===== config.mk =====
export PLATFORM = sky130hd
export DESIGN_NAME = free_range_carve_exclusions
export DESIGN_NICKNAME = d
export VERILOG_FILES = /design/src/rtl/core/frce_pkg.sv /design/src/rtl/core/frce_ctrl.sv /design/src/rtl/core/frce_dp.sv /design/src/rtl/core/free_range_carve_exclusions.sv
export SDC_FILE = /design/constraint.sdc
export NUM_CORES = 2
export LEC_CHECK = 0
export ABC_AREA = 1
export BUFFER_PORTS_ARGS = -buffer_cell sky130_fd_sc_hd__clkbuf_2
export CAP_MARGIN = 20
export CORE_MARGIN = 5
export CORE_UTILIZATION = 35
export CTS_CLUSTER_SIZE = 30
export DETAILED_ROUTE_END_ITERATION = 10
export GPL_ROUTABILITY_DRIVEN = 0
export GPL_TIMING_DRIVEN = 0
export PLACE_DENSITY = 0.53
export REMOVE_ABC_BUFFERS = 1
export SYNTH_ARGS = -nofsm -noshare
export SYNTH_HDL_FRONTEND = slang
export SYNTH_SLANG_ARGS = --single-unit
export TNS_END_PERCENT = 50

===== constraint.sdc =====
create_clock -name clk -period 7.8 [get_ports clk]
set_input_delay 0.39 -clock clk [delete_from_list [all_inputs] [get_ports clk]]
set_output_delay 0.39 -clock clk [all_outputs]
set_load 0.1 [all_outputs]

===== src/rtl/core/frce_pkg.sv =====
// ----------------------------------------------------------------------------
// frce_pkg: shared types and constants for the free range carver
// Register indexes, item kinds, sequencer step codes and the command and
// status bundles between controller and datapath.
// ----------------------------------------------------------------------------
package frce_pkg;

  localparam int ADDR_W = 32;
  localparam logic [ADDR_W-1:0] ADDR_MAX = 32'hFFFF_FFFF;

  // Watermark rounding granule, a power of two.
  localparam logic [ADDR_W:0] BLOCK_BYTES = 33'd4096;
  localparam logic [ADDR_W:0] BLOCK_MASK  = BLOCK_BYTES - 33'd1;

  // Everything below this address is never handed out.
  localparam logic [ADDR_W-1:0] LOW_MEMORY_LIMIT = 32'h0010_0000;

  localparam int COUNT_W   = 4;
  localparam int SLOT_W    = 3;
  localparam int CFG_IDX_W = 3;

  localparam logic [CFG_IDX_W-1:0] REG_KERNEL_START   = 3'd0;
  localparam logic [CFG_IDX_W-1:0] REG_KERNEL_END     = 3'd1;
  localparam logic [CFG_IDX_W-1:0] REG_WATERMARK_TOP  = 3'd2;
  localparam logic [CFG_IDX_W-1:0] REG_BOOTINFO_START = 3'd3;
  localparam logic [CFG_IDX_W-1:0] REG_BOOTINFO_END   = 3'd4;
  localparam logic [CFG_IDX_W-1:0] REG_MODULE_COUNT   = 3'd5;

  localparam logic OP_CARVE = 1'b0;
  localparam logic OP_LOAD  = 1'b1;

  // Sequencer steps; also the controller state codes.
  localparam int STEP_W = 3;
  localparam logic [STEP_W-1:0] ST_IDLE   = 3'd0;
  localparam logic [STEP_W-1:0] ST_LOWER  = 3'd1;
  localparam logic [STEP_W-1:0] ST_KERNEL = 3'd2;
  localparam logic [STEP_W-1:0] ST_WMARK  = 3'd3;
  localparam logic [STEP_W-1:0] ST_BOOT   = 3'd4;
  localparam logic [STEP_W-1:0] ST_MODS   = 3'd5;
  localparam logic [STEP_W-1:0] ST_TAIL   = 3'd6;
  localparam logic [STEP_W-1:0] ST_FLUSH  = 3'd7;

  localparam int S_TDATA_W = 136;
  localparam int M_TDATA_W = 64;

  typedef struct packed {
    logic              carve_load;
    logic              module_load;
    logic [STEP_W-1:0] step;
    logic              go;
  } cmd_t;

  typedef struct packed {
    logic drop;
    logic push;
    logic out_free;
    logic mod_none;
    logic mod_last;
  } status_t;

endpackage


===== src/rtl/core/frce_ctrl.sv =====
// ----------------------------------------------------------------------------
// frce_ctrl: carve sequencer
// Steps one carve request through the exclusion stages, one per cycle,
// stalling whenever a finished piece cannot move to the output register.
// ----------------------------------------------------------------------------
module frce_ctrl (
  input  logic               clk,
  input  logic               rst,
  input  logic               s_tvalid,
  input  logic               s_tuser,
  output logic               s_tready,
  input  frce_pkg::status_t  status,
  output frce_pkg::cmd_t     cmd
);

  logic [frce_pkg::STEP_W-1:0] state;
  logic [frce_pkg::STEP_W-1:0] state_next;

  always_comb begin
    state_next      = state;
    cmd.carve_load  = 1'b0;
    cmd.module_load = 1'b0;
    cmd.step        = state;
    cmd.go          = (state != frce_pkg::ST_IDLE) && (!status.push || status.out_free);
    case (state)
      frce_pkg::ST_IDLE: begin
        if (s_tvalid) begin
          if (s_tuser == frce_pkg::OP_LOAD) begin
            cmd.module_load = 1'b1;
          end else begin
            cmd.carve_load = 1'b1;
            state_next     = frce_pkg::ST_LOWER;
          end
        end
      end
      frce_pkg::ST_LOWER: begin
        state_next = status.drop ? frce_pkg::ST_IDLE : frce_pkg::ST_KERNEL;
      end
      frce_pkg::ST_KERNEL: begin
        state_next = frce_pkg::ST_WMARK;
      end
      frce_pkg::ST_WMARK: begin
        state_next = frce_pkg::ST_BOOT;
      end
      frce_pkg::ST_BOOT: begin
        if (cmd.go) begin
          state_next = status.mod_none ? frce_pkg::ST_TAIL : frce_pkg::ST_MODS;
        end
      end
      frce_pkg::ST_MODS: begin
        if (cmd.go && status.mod_last) begin
          state_next = frce_pkg::ST_TAIL;
        end
      end
      frce_pkg::ST_TAIL: begin
        if (cmd.go) begin
          state_next = frce_pkg::ST_FLUSH;
        end
      end
      frce_pkg::ST_FLUSH: begin
        if (cmd.go) begin
          state_next = frce_pkg::ST_IDLE;
        end
      end
      default: begin
        state_next = frce_pkg::ST_IDLE;
      end
    endcase
  end

  always_ff @(posedge clk) begin
    if (rst) begin
      state <= frce_pkg::ST_IDLE;
    end else begin
      state <= state_next;
    end
  end

  assign s_tready = (state == frce_pkg::ST_IDLE);

endmodule


===== src/rtl/core/frce_dp.sv =====
// ----------------------------------------------------------------------------
// frce_dp: carve datapath
// Holds configuration, the module window table, the working cursor, one
// pending piece and the output register.
// ----------------------------------------------------------------------------
module frce_dp #(
  parameter int MAX_MODULES = 8
) (
  input  logic                                clk,
  input  logic                                rst,
  input  frce_pkg::cmd_t                      cmd,
  output frce_pkg::status_t                   status,
  input  logic                                cfg_we,
  input  logic [frce_pkg::CFG_IDX_W-1:0]      cfg_index,
  input  logic [frce_pkg::ADDR_W-1:0]         cfg_data,
  input  logic [frce_pkg::S_TDATA_W-1:0]      in_data,
  output logic                                out_valid,
  input  logic                                out_ready,
  output logic [frce_pkg::ADDR_W-1:0]         free_start,
  output logic [frce_pkg::ADDR_W-1:0]         out_end,
  output logic                                out_last
);

  localparam int IDX_W = (MAX_MODULES > 1) ? $clog2(MAX_MODULES) : 1;
  localparam int CNT_W = $clog2(MAX_MODULES + 1);

  // configuration
  logic [31:0] kernel_start;
  logic [31:0] kernel_end;
  logic [31:0] watermark_top;
  logic [31:0] bootinfo_start;
  logic [31:0] bootinfo_end;
  logic [frce_pkg::COUNT_W-1:0] module_count;
  logic [31:0] wm_round;

  // module window table
  logic [31:0] mws [MAX_MODULES];
  logic [31:0] mwe [MAX_MODULES];

  // working state
  logic [31:0]      cur;
  logic [31:0]      rend;
  logic [CNT_W-1:0] idx;
  logic             pend_valid;
  logic [31:0]      pend_start;
  logic [31:0]      pend_end;

  // input fields
  logic [31:0]                 in_rs;
  logic [31:0]                 in_len;
  logic [frce_pkg::SLOT_W-1:0] in_slot;
  logic [31:0]                 in_base;
  logic [31:0]                 in_limit;
  logic                        slot_ok;
  logic [32:0]                 end_sum;
  logic [32:0]                 wm_sum;

  logic [4:0]       cnt_wide;
  logic [CNT_W-1:0] cnt_eff;

  logic [31:0] win_s;
  logic [31:0] win_e;
  logic        hit;
  logic        ahead;
  logic        emit;
  logic [31:0] piece_end;
  logic        flush;
  logic        push;

  assign in_rs    = in_data[31:0];
  assign in_len   = in_data[63:32];
  assign in_slot  = in_data[66:64];
  assign in_base  = in_data[98:67];
  assign in_limit = in_data[130:99];
  assign slot_ok  = 5'(in_slot) < 5'(MAX_MODULES);
  assign end_sum  = {1'b0, in_rs} + {1'b0, in_len};

  assign wm_sum = ({1'b0, watermark_top} + frce_pkg::BLOCK_MASK) & ~frce_pkg::BLOCK_MASK;

  assign cnt_wide = (5'(module_count) > 5'(MAX_MODULES)) ? 5'(MAX_MODULES) : 5'(module_count);
  assign cnt_eff  = cnt_wide[CNT_W-1:0];

  always_comb begin
    if (cmd.step == frce_pkg::ST_BOOT) begin
      win_s = bootinfo_start;
      win_e = bootinfo_end;
    end else begin
      win_s = mws[IDX_W'(idx)];
      win_e = mwe[IDX_W'(idx)];
    end
  end

  assign hit   = (cur < win_e) && (rend > win_s);
  assign ahead = cur < win_s;

  always_comb begin
    emit      = 1'b0;
    piece_end = win_s;
    case (cmd.step)
      frce_pkg::ST_BOOT, frce_pkg::ST_MODS: begin
        emit = hit && ahead;
      end
      frce_pkg::ST_TAIL: begin
        emit      = cur < rend;
        piece_end = rend;
      end
      default: begin
        emit = 1'b0;
      end
    endcase
  end

  assign flush = (cmd.step == frce_pkg::ST_FLUSH);
  assign push  = pend_valid && (emit || flush);

  assign status.drop     = rend <= frce_pkg::LOW_MEMORY_LIMIT;
  assign status.push     = push;
  assign status.out_free = !out_valid || out_ready;
  assign status.mod_none = (cnt_eff == '0);
  assign status.mod_last = (idx == cnt_eff - CNT_W'(1));

  // configuration and control state
  always_ff @(posedge clk) begin
    if (rst) begin
      kernel_start   <= '0;
      kernel_end     <= '0;
      watermark_top  <= '0;
      bootinfo_start <= '0;
      bootinfo_end   <= '0;
      module_count   <= '0;
      idx            <= '0;
      pend_valid     <= 1'b0;
      out_valid      <= 1'b0;
    end else begin
      if (cfg_we) begin
        case (cfg_index)
          frce_pkg::REG_KERNEL_START:   kernel_start   <= cfg_data;
          frce_pkg::REG_KERNEL_END:     kernel_end     <= cfg_data;
          frce_pkg::REG_WATERMARK_TOP:  watermark_top  <= cfg_data;
          frce_pkg::REG_BOOTINFO_START: bootinfo_start <= cfg_data;
          frce_pkg::REG_BOOTINFO_END:   bootinfo_end   <= cfg_data;
          frce_pkg::REG_MODULE_COUNT:   module_count   <= cfg_data[frce_pkg::COUNT_W-1:0];
          default: begin
          end
        endcase
      end
      if (cmd.go) begin
        if (cmd.step == frce_pkg::ST_BOOT) begin
          idx <= '0;
        end else if (cmd.step == frce_pkg::ST_MODS) begin
          idx <= idx + CNT_W'(1);
        end
        if (emit) begin
          pend_valid <= 1'b1;
        end else if (flush) begin
          pend_valid <= 1'b0;
        end
      end
      if (cmd.go && push) begin
        out_valid <= 1'b1;
      end else if (out_ready) begin
        out_valid <= 1'b0;
      end
    end
  end

  // payload
  always_ff @(posedge clk) begin
    wm_round <= wm_sum[32] ? frce_pkg::ADDR_MAX : wm_sum[31:0];
    if (cmd.module_load && slot_ok) begin
      mws[IDX_W'(in_slot)] <= in_base;
      mwe[IDX_W'(in_slot)] <= in_limit;
    end
    if (cmd.carve_load) begin
      cur  <= in_rs;
      rend <= end_sum[32] ? frce_pkg::ADDR_MAX : end_sum[31:0];
    end
    if (cmd.go) begin
      case (cmd.step)
        frce_pkg::ST_LOWER: begin
          if (cur < frce_pkg::LOW_MEMORY_LIMIT) begin
            cur <= frce_pkg::LOW_MEMORY_LIMIT;
          end
        end
        frce_pkg::ST_KERNEL: begin
          if ((cur < kernel_end) && (rend > kernel_start)) begin
            cur <= kernel_end;
          end
        end
        frce_pkg::ST_WMARK: begin
          if (cur < wm_round) begin
            cur <= wm_round;
          end
        end
        frce_pkg::ST_BOOT, frce_pkg::ST_MODS: begin
          if (hit) begin
            cur <= win_e;
          end
        end
        default: begin
        end
      endcase
      if (emit) begin
        pend_start <= cur;
        pend_end   <= piece_end;
      end
      if (push) begin
        free_start <= pend_start;
        out_end    <= pend_end;
        out_last   <= flush;
      end
    end
  end

  a_piece_nonempty: assert property (@(posedge clk) disable iff (rst)
    out_valid |-> (free_start < out_end))
    else $error("empty free piece on output");

  a_idle_no_pending: assert property (@(posedge clk) disable iff (rst)
    (cmd.step == frce_pkg::ST_IDLE) |-> !pend_valid)
    else $error("piece left pending after carve");

  a_cursor_rises: assert property (@(posedge clk) disable iff (rst)
    (cmd.go && cmd.step != frce_pkg::ST_IDLE && cmd.step != frce_pkg::ST_LOWER)
      |=> (cur >= $past(cur)))
    else $error("carve cursor moved backwards");

  a_flush_drains: assert property (@(posedge clk) disable iff (rst)
    (cmd.go && cmd.step == frce_pkg::ST_FLUSH) |=> !pend_valid)
    else $error("pending piece survived flush");

endmodule


===== src/rtl/core/free_range_carve_exclusions.sv =====
// ----------------------------------------------------------------------------
// free_range_carve_exclusions: free physical range carver
// Carves the low megabyte, kernel image, watermark, boot-info window and
// module windows out of a usable range and streams the free pieces.
// ----------------------------------------------------------------------------
// Sequencing: a carve request holds the input while the sequencer steps
//   through lower, kernel, watermark, boot-info, one step per module window
//   (at most MAX_MODULES), tail and flush, one step per cycle but for output
//   stalls; a carve whose range ends at or below the low megabyte ends after
//   the lower step; a load request is taken without leaving idle.
// Output: the final piece leaves the pending stage at the flush step; an
//   earlier piece waits there until the step that finds the next piece.
// Reset: synchronous rst clears the sequencer, pending and output valids and
//   all configuration registers; the module window table is not cleared.
// ----------------------------------------------------------------------------
module free_range_carve_exclusions #(
  parameter int MAX_MODULES = 8
) (
  input  logic                            clk,
  input  logic                            rst,
  // input stream: one request per handshake
  input  logic                            s_tvalid,
  output logic                            s_tready,
  // s_tdata, lowest bit up: region_start[31:0], region_length[31:0],
  //   module_slot[2:0], module_base[31:0], module_limit[31:0], zero pad[4:0]
  input  logic [frce_pkg::S_TDATA_W-1:0]  s_tdata,
  // s_tuser: op (0 carve, 1 load a module window)
  input  logic                            s_tuser,
  // output stream: one free piece per handshake
  output logic                            m_tvalid,
  input  logic                            m_tready,
  // m_tdata, lowest bit up: free_start[31:0], free_end[31:0]
  output logic [frce_pkg::M_TDATA_W-1:0]  m_tdata,
  output logic                            m_tlast,
  // configuration write port
  input  logic                            cfg_we,
  input  logic [frce_pkg::CFG_IDX_W-1:0]  cfg_index,
  input  logic [frce_pkg::ADDR_W-1:0]     cfg_data
);

  frce_pkg::cmd_t    cmd;
  frce_pkg::status_t status;

  logic [frce_pkg::ADDR_W-1:0] free_start;
  logic [frce_pkg::ADDR_W-1:0] out_end;

  // Sequencer: takes requests only between carves; a load request is
  // written straight into the table in the accepting cycle.
  frce_ctrl u_ctrl (
    .clk      (clk),
    .rst      (rst),
    .s_tvalid (s_tvalid),
    .s_tuser  (s_tuser),
    .s_tready (s_tready),
    .status   (status),
    .cmd      (cmd)
  );

  // Datapath: cursor, window compares, pending piece and output register.
  // A found piece waits in the pending stage until the next one is found or
  // the carve ends, which settles its last flag.
  frce_dp #(
    .MAX_MODULES (MAX_MODULES)
  ) u_dp (
    .clk        (clk),
    .rst        (rst),
    .cmd        (cmd),
    .status     (status),
    .cfg_we     (cfg_we),
    .cfg_index  (cfg_index),
    .cfg_data   (cfg_data),
    .in_data    (s_tdata),
    .out_valid  (m_tvalid),
    .out_ready  (m_tready),
    .free_start (free_start),
    .out_end    (out_end),
    .out_last   (m_tlast)
  );

  assign m_tdata = {out_end, free_start};

endmodule


### Yosys cells after proc, flatten, opt, wreduce, memory -nomap -nowiden

Memory sizes are Yosys's and may differ from the RTL's. A register that Yosys moved wholly into a read port is not among the register bits.
Cells that the tools add are included.

* bits in registers: 398
* memory bits (writable): 512
* input port bits: 177
* memories: 2

* add/subtract/negate cells: 4
* $lt $le $gt $ge: 10
* equality and inequality tests: 19
* mux-type cells: 37
* reductions and logical operators: 31

Memories
* u_dp.mwe: depth 8, bits a word 32, rd ports 1, clocked after Yosys merged registers in 1, wr ports 1, RTL line frce_dp.sv:38 `logic [31:0] mwe [MAX_MODULES];`
* u_dp.mws: depth 8, bits a word 32, rd ports 1, clocked after Yosys merged registers in 1, wr ports 1, RTL line frce_dp.sv:37 `logic [31:0] mws [MAX_MODULES];`

Operators with widths (number)
* $mux W32: 9
* $lt A32 B32 Y1: 5
* $pmux W32 S4: 1
* $gt A32 B32 Y1: 2
* $add A32 B12 Y33 const B: 1
* $add A32 B32 Y33: 1
* $le A32 B21 Y1 const B: 1
* $lt A32 B21 Y1 const B: 1
* $mux W3: 10
* $pmux W3 S8: 1
* $reduce_and A2 Y1: 10
* $eq A3 B3 Y1 const B: 6
* $eq A3 B2 Y1 const B: 4
* $mux W4: 3
* $mux W1: 8
* $mux W2: 4
* $ne A2 B1 Y1 const B: 4
* $logic_and A1 B1 Y1: 7
* $eq A3 B1 Y1 const B: 2
* $logic_not A3 Y1: 2
* $reduce_and A6 Y1: 1
* $reduce_bool A2 Y1: 3
* $add A4 B1 Y4 const B: 1
* $eq A4 B4 Y1: 1
* 9 further kinds: 13

### Logic depth before layout (Yosys ltp)

* depth in word-level cells: 14
* gate-level depth with buffers: 29
* gate-level depth less buffers: 24

### Cells and area by module

From an unflattened synthesis, not the netlist that was laid out.

* cell total of the unflattened synthesis: 4301
* area, all modules: 42759.8 sq um

Modules (own cells, without submodules)
* frce_dp: instances 1, cells an instance 4253, area an instance 42487.0 sq um, sequential area each 24733.7 sq um
* frce_ctrl: instances 1, cells an instance 48, area an instance 272.8 sq um, sequential area each 60.1 sq um

### Worst setup path after synthesis

Ideal clock, no wire load.

* path type: register -> register
* start point: register u_ctrl.state[2] (netlist bit)
* end point: memory u_dp.mwe[0][0], enable pin
* library setup time: 565 ps
* data arrival time: 5290 ps
* path slack: 1945 ps
* stages on the path, launching flop included: 7
* period minus slack after synthesis: 5855 ps
* path through: dfxtp_1 buf_2 inv_1 nand2_1 nor2_1 nand2_1 nor3_1

* word-level cells in the longest chain between the ends: 4

Ends and longest elaborated chain
* start: declaration: RTL line frce_ctrl.sv:16 `logic [frce_pkg::STEP_W-1:0] state;`
* start signal: assignment: RTL line frce_ctrl.sv:73 `state <= frce_pkg::ST_IDLE;`
* start signal: assignment: RTL line frce_ctrl.sv:75 `state <= state_next;`
* $logic_not A3 Y1: RTL line frce_ctrl.sv:25 `case (state)`
* $mux W2: RTL line frce_ctrl.sv:25
* $mux W1: RTL line frce_dp.sv:170 `if (cmd.module_load && slot_ok) begin`
* $mux W1 (implied by the code): RTL line frce_dp.sv:172 `mwe[IDX_W'(in_slot)] <= in_limit;`
* end: declaration: RTL line frce_dp.sv:38

Every way passes these cells.

==> results.tsv <==
stage	metric	value	unit
run_status	status	completed	
timing	FMAX	147.9	MHz
cts	H-tree levels	3	
cts	clk sinks	902	
setup_path	Worst EP required	8.34	ns
pwr	total power	14.39	mW
finish	share of cells above drive strength 1	0.1145	
yosys	Syn Inst Count	4320	
hold_path	HP Class	in2reg	
pwr	Pleak	19.69	nW
yosys	synth top area cells	edfxtp_1, dfxtp_1, ha_1, o21ai_0, nand2_1	
yosys	main flop type after synthesis	edfxtp_1	
timing	Final Hold Viols	0	
cts	clock latency on the worst-skew pair	0.69	ns
cts	clock root buffer	clkbuf_16	
setup_path	critical path's slowest cell	nand2_4	
finish	fin cells	6298	
grt	largest net degree at the start of global routing	133	
timing	fin crit period	6.762	ns
setup_path	Arr. time, crit path	7.31	ns
place	Setup WS pre-CTS	1.001	ns
timing	clk_skew	0.04748	ns
grt	grt total ovfl	0	
cts	hold_buf cts	64	
timing	Rel. slew slack	0.3263	
grt	first-pass GRT wire length	192.4	mm
finish	fin nets	5009	
route	drt pass-1 iters	6	
pwr	P per Cell Area	284.6	mW/mm^2
setup_path	Max FO, Critical Path	132	
floorplanning	total core area	0.1216	mm^2
timing	final worst setup slack	1.038	ns
timing	Final Setup Violations	0	
floorplanning	die area	0.1291	mm^2
floorplanning	Die Width	359.3	um
floorplanning	die height	359.3	um
timing	count of pins over their slew limit	0	
cts	post-cts resize count	0	
route	Vias	32238	
finish	Post-Layout Inst Area	0.05058	mm^2
yosys	leading area contributor after synthesis	edfxtp_1	
cts	CTS buffer count	96	
cts	clock-pin transition on the worst setup and hold timing paths	0.06	ns
setup_path	Worst setup SP type	flop	
finish	area added between synthesis and finish	18.44	%
timing	final worst path period share	0.8669	
setup_path	crit path kind	reg2reg	
route	Vias per Instance	5.119	
floorplanning	row cnt	128	
yosys	mapped cell area	0.04270	mm^2
yosys	Post-synth EDFFs	673	
route	antenna viol nets, final	0	
yosys	Seq/Total Area, Yosys	0.5806	
cts	TritonCTS clock tree	done	
timing	Worst-Margin Slew	1.002	ns
yosys	synth cell count leaders	edfxtp_1, nand2_1, o21ai_0	
place	dpl cells	6039	
place	IO Port Bufs	238	
place	post-detail-place hpwl	90.54	mm
finish	Util after Layout	0.4161	
route	drt total wl	129.6	mm
cts	CTS Buffer Depth	3	
grt	vias in the first global route	30090	
cts	buffer count from post-CTS setup fixing	0	
floorplanning	Initial Utilization	0.3513	
setup_path	CP cell instances	inv_8 > buf_16 > o21ai_0 > o221ai_1 > nand3_1 > o21ai_0 > inv_1 > ha_1 > nand4_1 > nor3_1 > nand2_1 > inv_1 > nand2_1 > nand2_1 > nand3_1 > a21oi_4 > buf_16 > nand2_1 > nand3_2 > nand2_2 > nand2_4 > nand2_1 > o21a_1	
place	DP Area	0.04643	mm^2
finish	# fillers	11690	
route	Routed wire per std cell	20.57	um
yosys	Synth top area share	0.4733	
setup_path	Worst path max stage delay	0.64	ns
pwr	Max VDD drop	0.1920	mV
setup_path	crit end category	flop	
yosys	syn avg cell area	9.884	um^2
yosys	most frequent cell after synthesis	edfxtp_1	
run	total of max-cap violations	0	
floorplanning	io pins	244	
yosys	Syn. warnings	0	
route	Initial DRC Count	2695	
yosys	share of flip-flops with an asynchronous set or reset	0	
timing	RSZ-0062 raised after global routing	no	
grt	initial antenna violation count	21	
yosys	Synth cell types	51	
route	drc violations	0	
yosys	FF+latch count, synth	902	
setup_path	most used cell, CP	nand2_1	
grt	gr usage total	0.1928	
==> area by class of cell <==
| type | instances | area [um^2] | share of cell area |
|---|---|---|---|
| inverter | 377 | 1438 | 0.02843 |
| tap | 1625 | 2033 | 0.04020 |
| clock inverter | 67 | 868.3 | 0.01717 |
| sequential | 902 | 24810 | 0.4905 |
| multi-input combinational | 2824 | 15750 | 0.3114 |
| antenna | 11 | 27.53 | 0.0005443 |
| timing repair buffer | 377 | 3088 | 0.06106 |
| clock buffer | 115 | 2565 | 0.05071 |
==> metal layers <==
layer / up-vias / part of all wire / GRT usage
met1: 15377 / 0.46 / 0.2657
met4: 16 / 0.030 / 0.06421
li1: 15748 / - / -
met2: 905 / 0.46 / 0.3106
met3: 192 / 0.056 / 0.03155
met5: - / 0.00066 / 0
==> worst paths after layout <==
check	start	endpoint	slack, ns	cells past startpoint
worst min-delay path	cfg_data[4]	u_dp.bootinfo_end[4]$_SDFFE_PP0P_	0.05	3
worst min register to register	u_dp.pend_end[21]$_DFFE_PP_	u_dp.out_end[21]$_DFFE_PP_	0.42	0
worst max-delay path	flop	u_dp.cur[5]$_DFF_P_	1.04	23
worst max register to register	flop	u_dp.cur[5]$_DFF_P_	1.04	23
==> kinds of logic (layout without fill, tap and decap cells) <==
family          count (synthesis)  in the layout  synth area share
simple gates                 1460           1460            0.1418
fa+ha+maj                     254            254           0.07460
xor+xnor                       35             35          0.007179
compound gates               1075           1075            0.1423
buf+inv                       594            936           0.05345
flops                         902            902            0.5806
other cells                     0             11                 0
==> registers in the layout, summed over array words and instances (netlist names), named ones only <==
signal,count
u_dp.out_valid,1
u_dp.wm_round,21
u_ctrl.state,3
u_dp.pend_end,32
u_dp.bootinfo_end,32
u_dp.cur,32
u_dp.bootinfo_start,32
u_dp.kernel_end,32
u_dp.out_end,32
u_dp.mws,256
u_dp.out_last,1
u_dp.watermark_top,32
u_dp.idx,4
u_dp.module_count,4
u_dp.pend_start,32
u_dp.mwe,256
u_dp.pend_valid,1
u_dp.rend,32
u_dp.kernel_start,32
u_dp.free_start,32
==> power by group <==
group          switching [mW]  internal (mW)  total [mW]
combinational            2.39           1.31        3.70
sequential              0.358           5.44        5.80
clock                    2.00           2.90        4.90
==> through the flow <==
stage	hold slack, ns	setup TNS (ns)
final	0.04518	0
after detailed placement	0.4045	0
after global placement	0.4048	-3965.77
after global routing	0.04400	0
after floorplan	0.4003	-648.65
after CTS	0.01048	0
==> critical path: cells and delay by family (launching register included) <==
kind                     cells  cell delay, ns
buffers and inverters        5            1.58
flip-flops                   1            0.45
AND/OR/NAND/NOR             12            2.55
AO/OA/AOI/OAI                5            1.47
adder cells (fa/ha/maj)      1            0.36
==> placed cells by master, fill, tap and decap left out, types with 6 or more instances in the layout <==
| cell type | Yosys | layout |
|---|---|---|
| edfxtp_1 | 673 | 673 |
| inv_1 | 369 | 364 |
| a211oi_1 | 10 | 10 |
| clkbuf_16 | 0 | 97 |
| bufinv_16 | 0 | 16 |
| clkinvlp_4 | 0 | 7 |
| nor3_1 | 21 | 14 |
| nand2_1 | 631 | 629 |
| buf_16 | 0 | 16 |
| xor2_1 | 18 | 18 |
| diode_2 | 0 | 11 |
| o21ai_0 | 588 | 588 |
| ha_1 | 253 | 253 |
| or2_2 | 22 | 22 |
| nand4_1 | 36 | 36 |
| nor2_4 | 1 | 7 |
| clkbuf_1 | 187 | 11 |
| nand3b_1 | 6 | 6 |
| o21ai_1 | 15 | 15 |
| dfxtp_1 | 229 | 226 |
| nand3_1 | 237 | 235 |
| o221ai_1 | 129 | 129 |
| buf_8 | 0 | 6 |
| clkinv_2 | 0 | 16 |
| o21a_1 | 31 | 31 |
| a21oi_1 | 268 | 267 |
| xnor2_1 | 17 | 17 |
| nor4_1 | 13 | 12 |
| inv_6 | 0 | 6 |
| clkinv_1 | 2 | 20 |
| dlygate4sd3_1 | 0 | 64 |
| inv_2 | 6 | 7 |
| clkbuf_8 | 0 | 7 |
| nor2_1 | 484 | 477 |
| buf_6 | 3 | 34 |
| nor3_2 | 0 | 7 |
| buf_12 | 0 | 16 |
| clkbuf_2 | 0 | 238 |
Note: power is estimated with default switching activity, not from simulation.
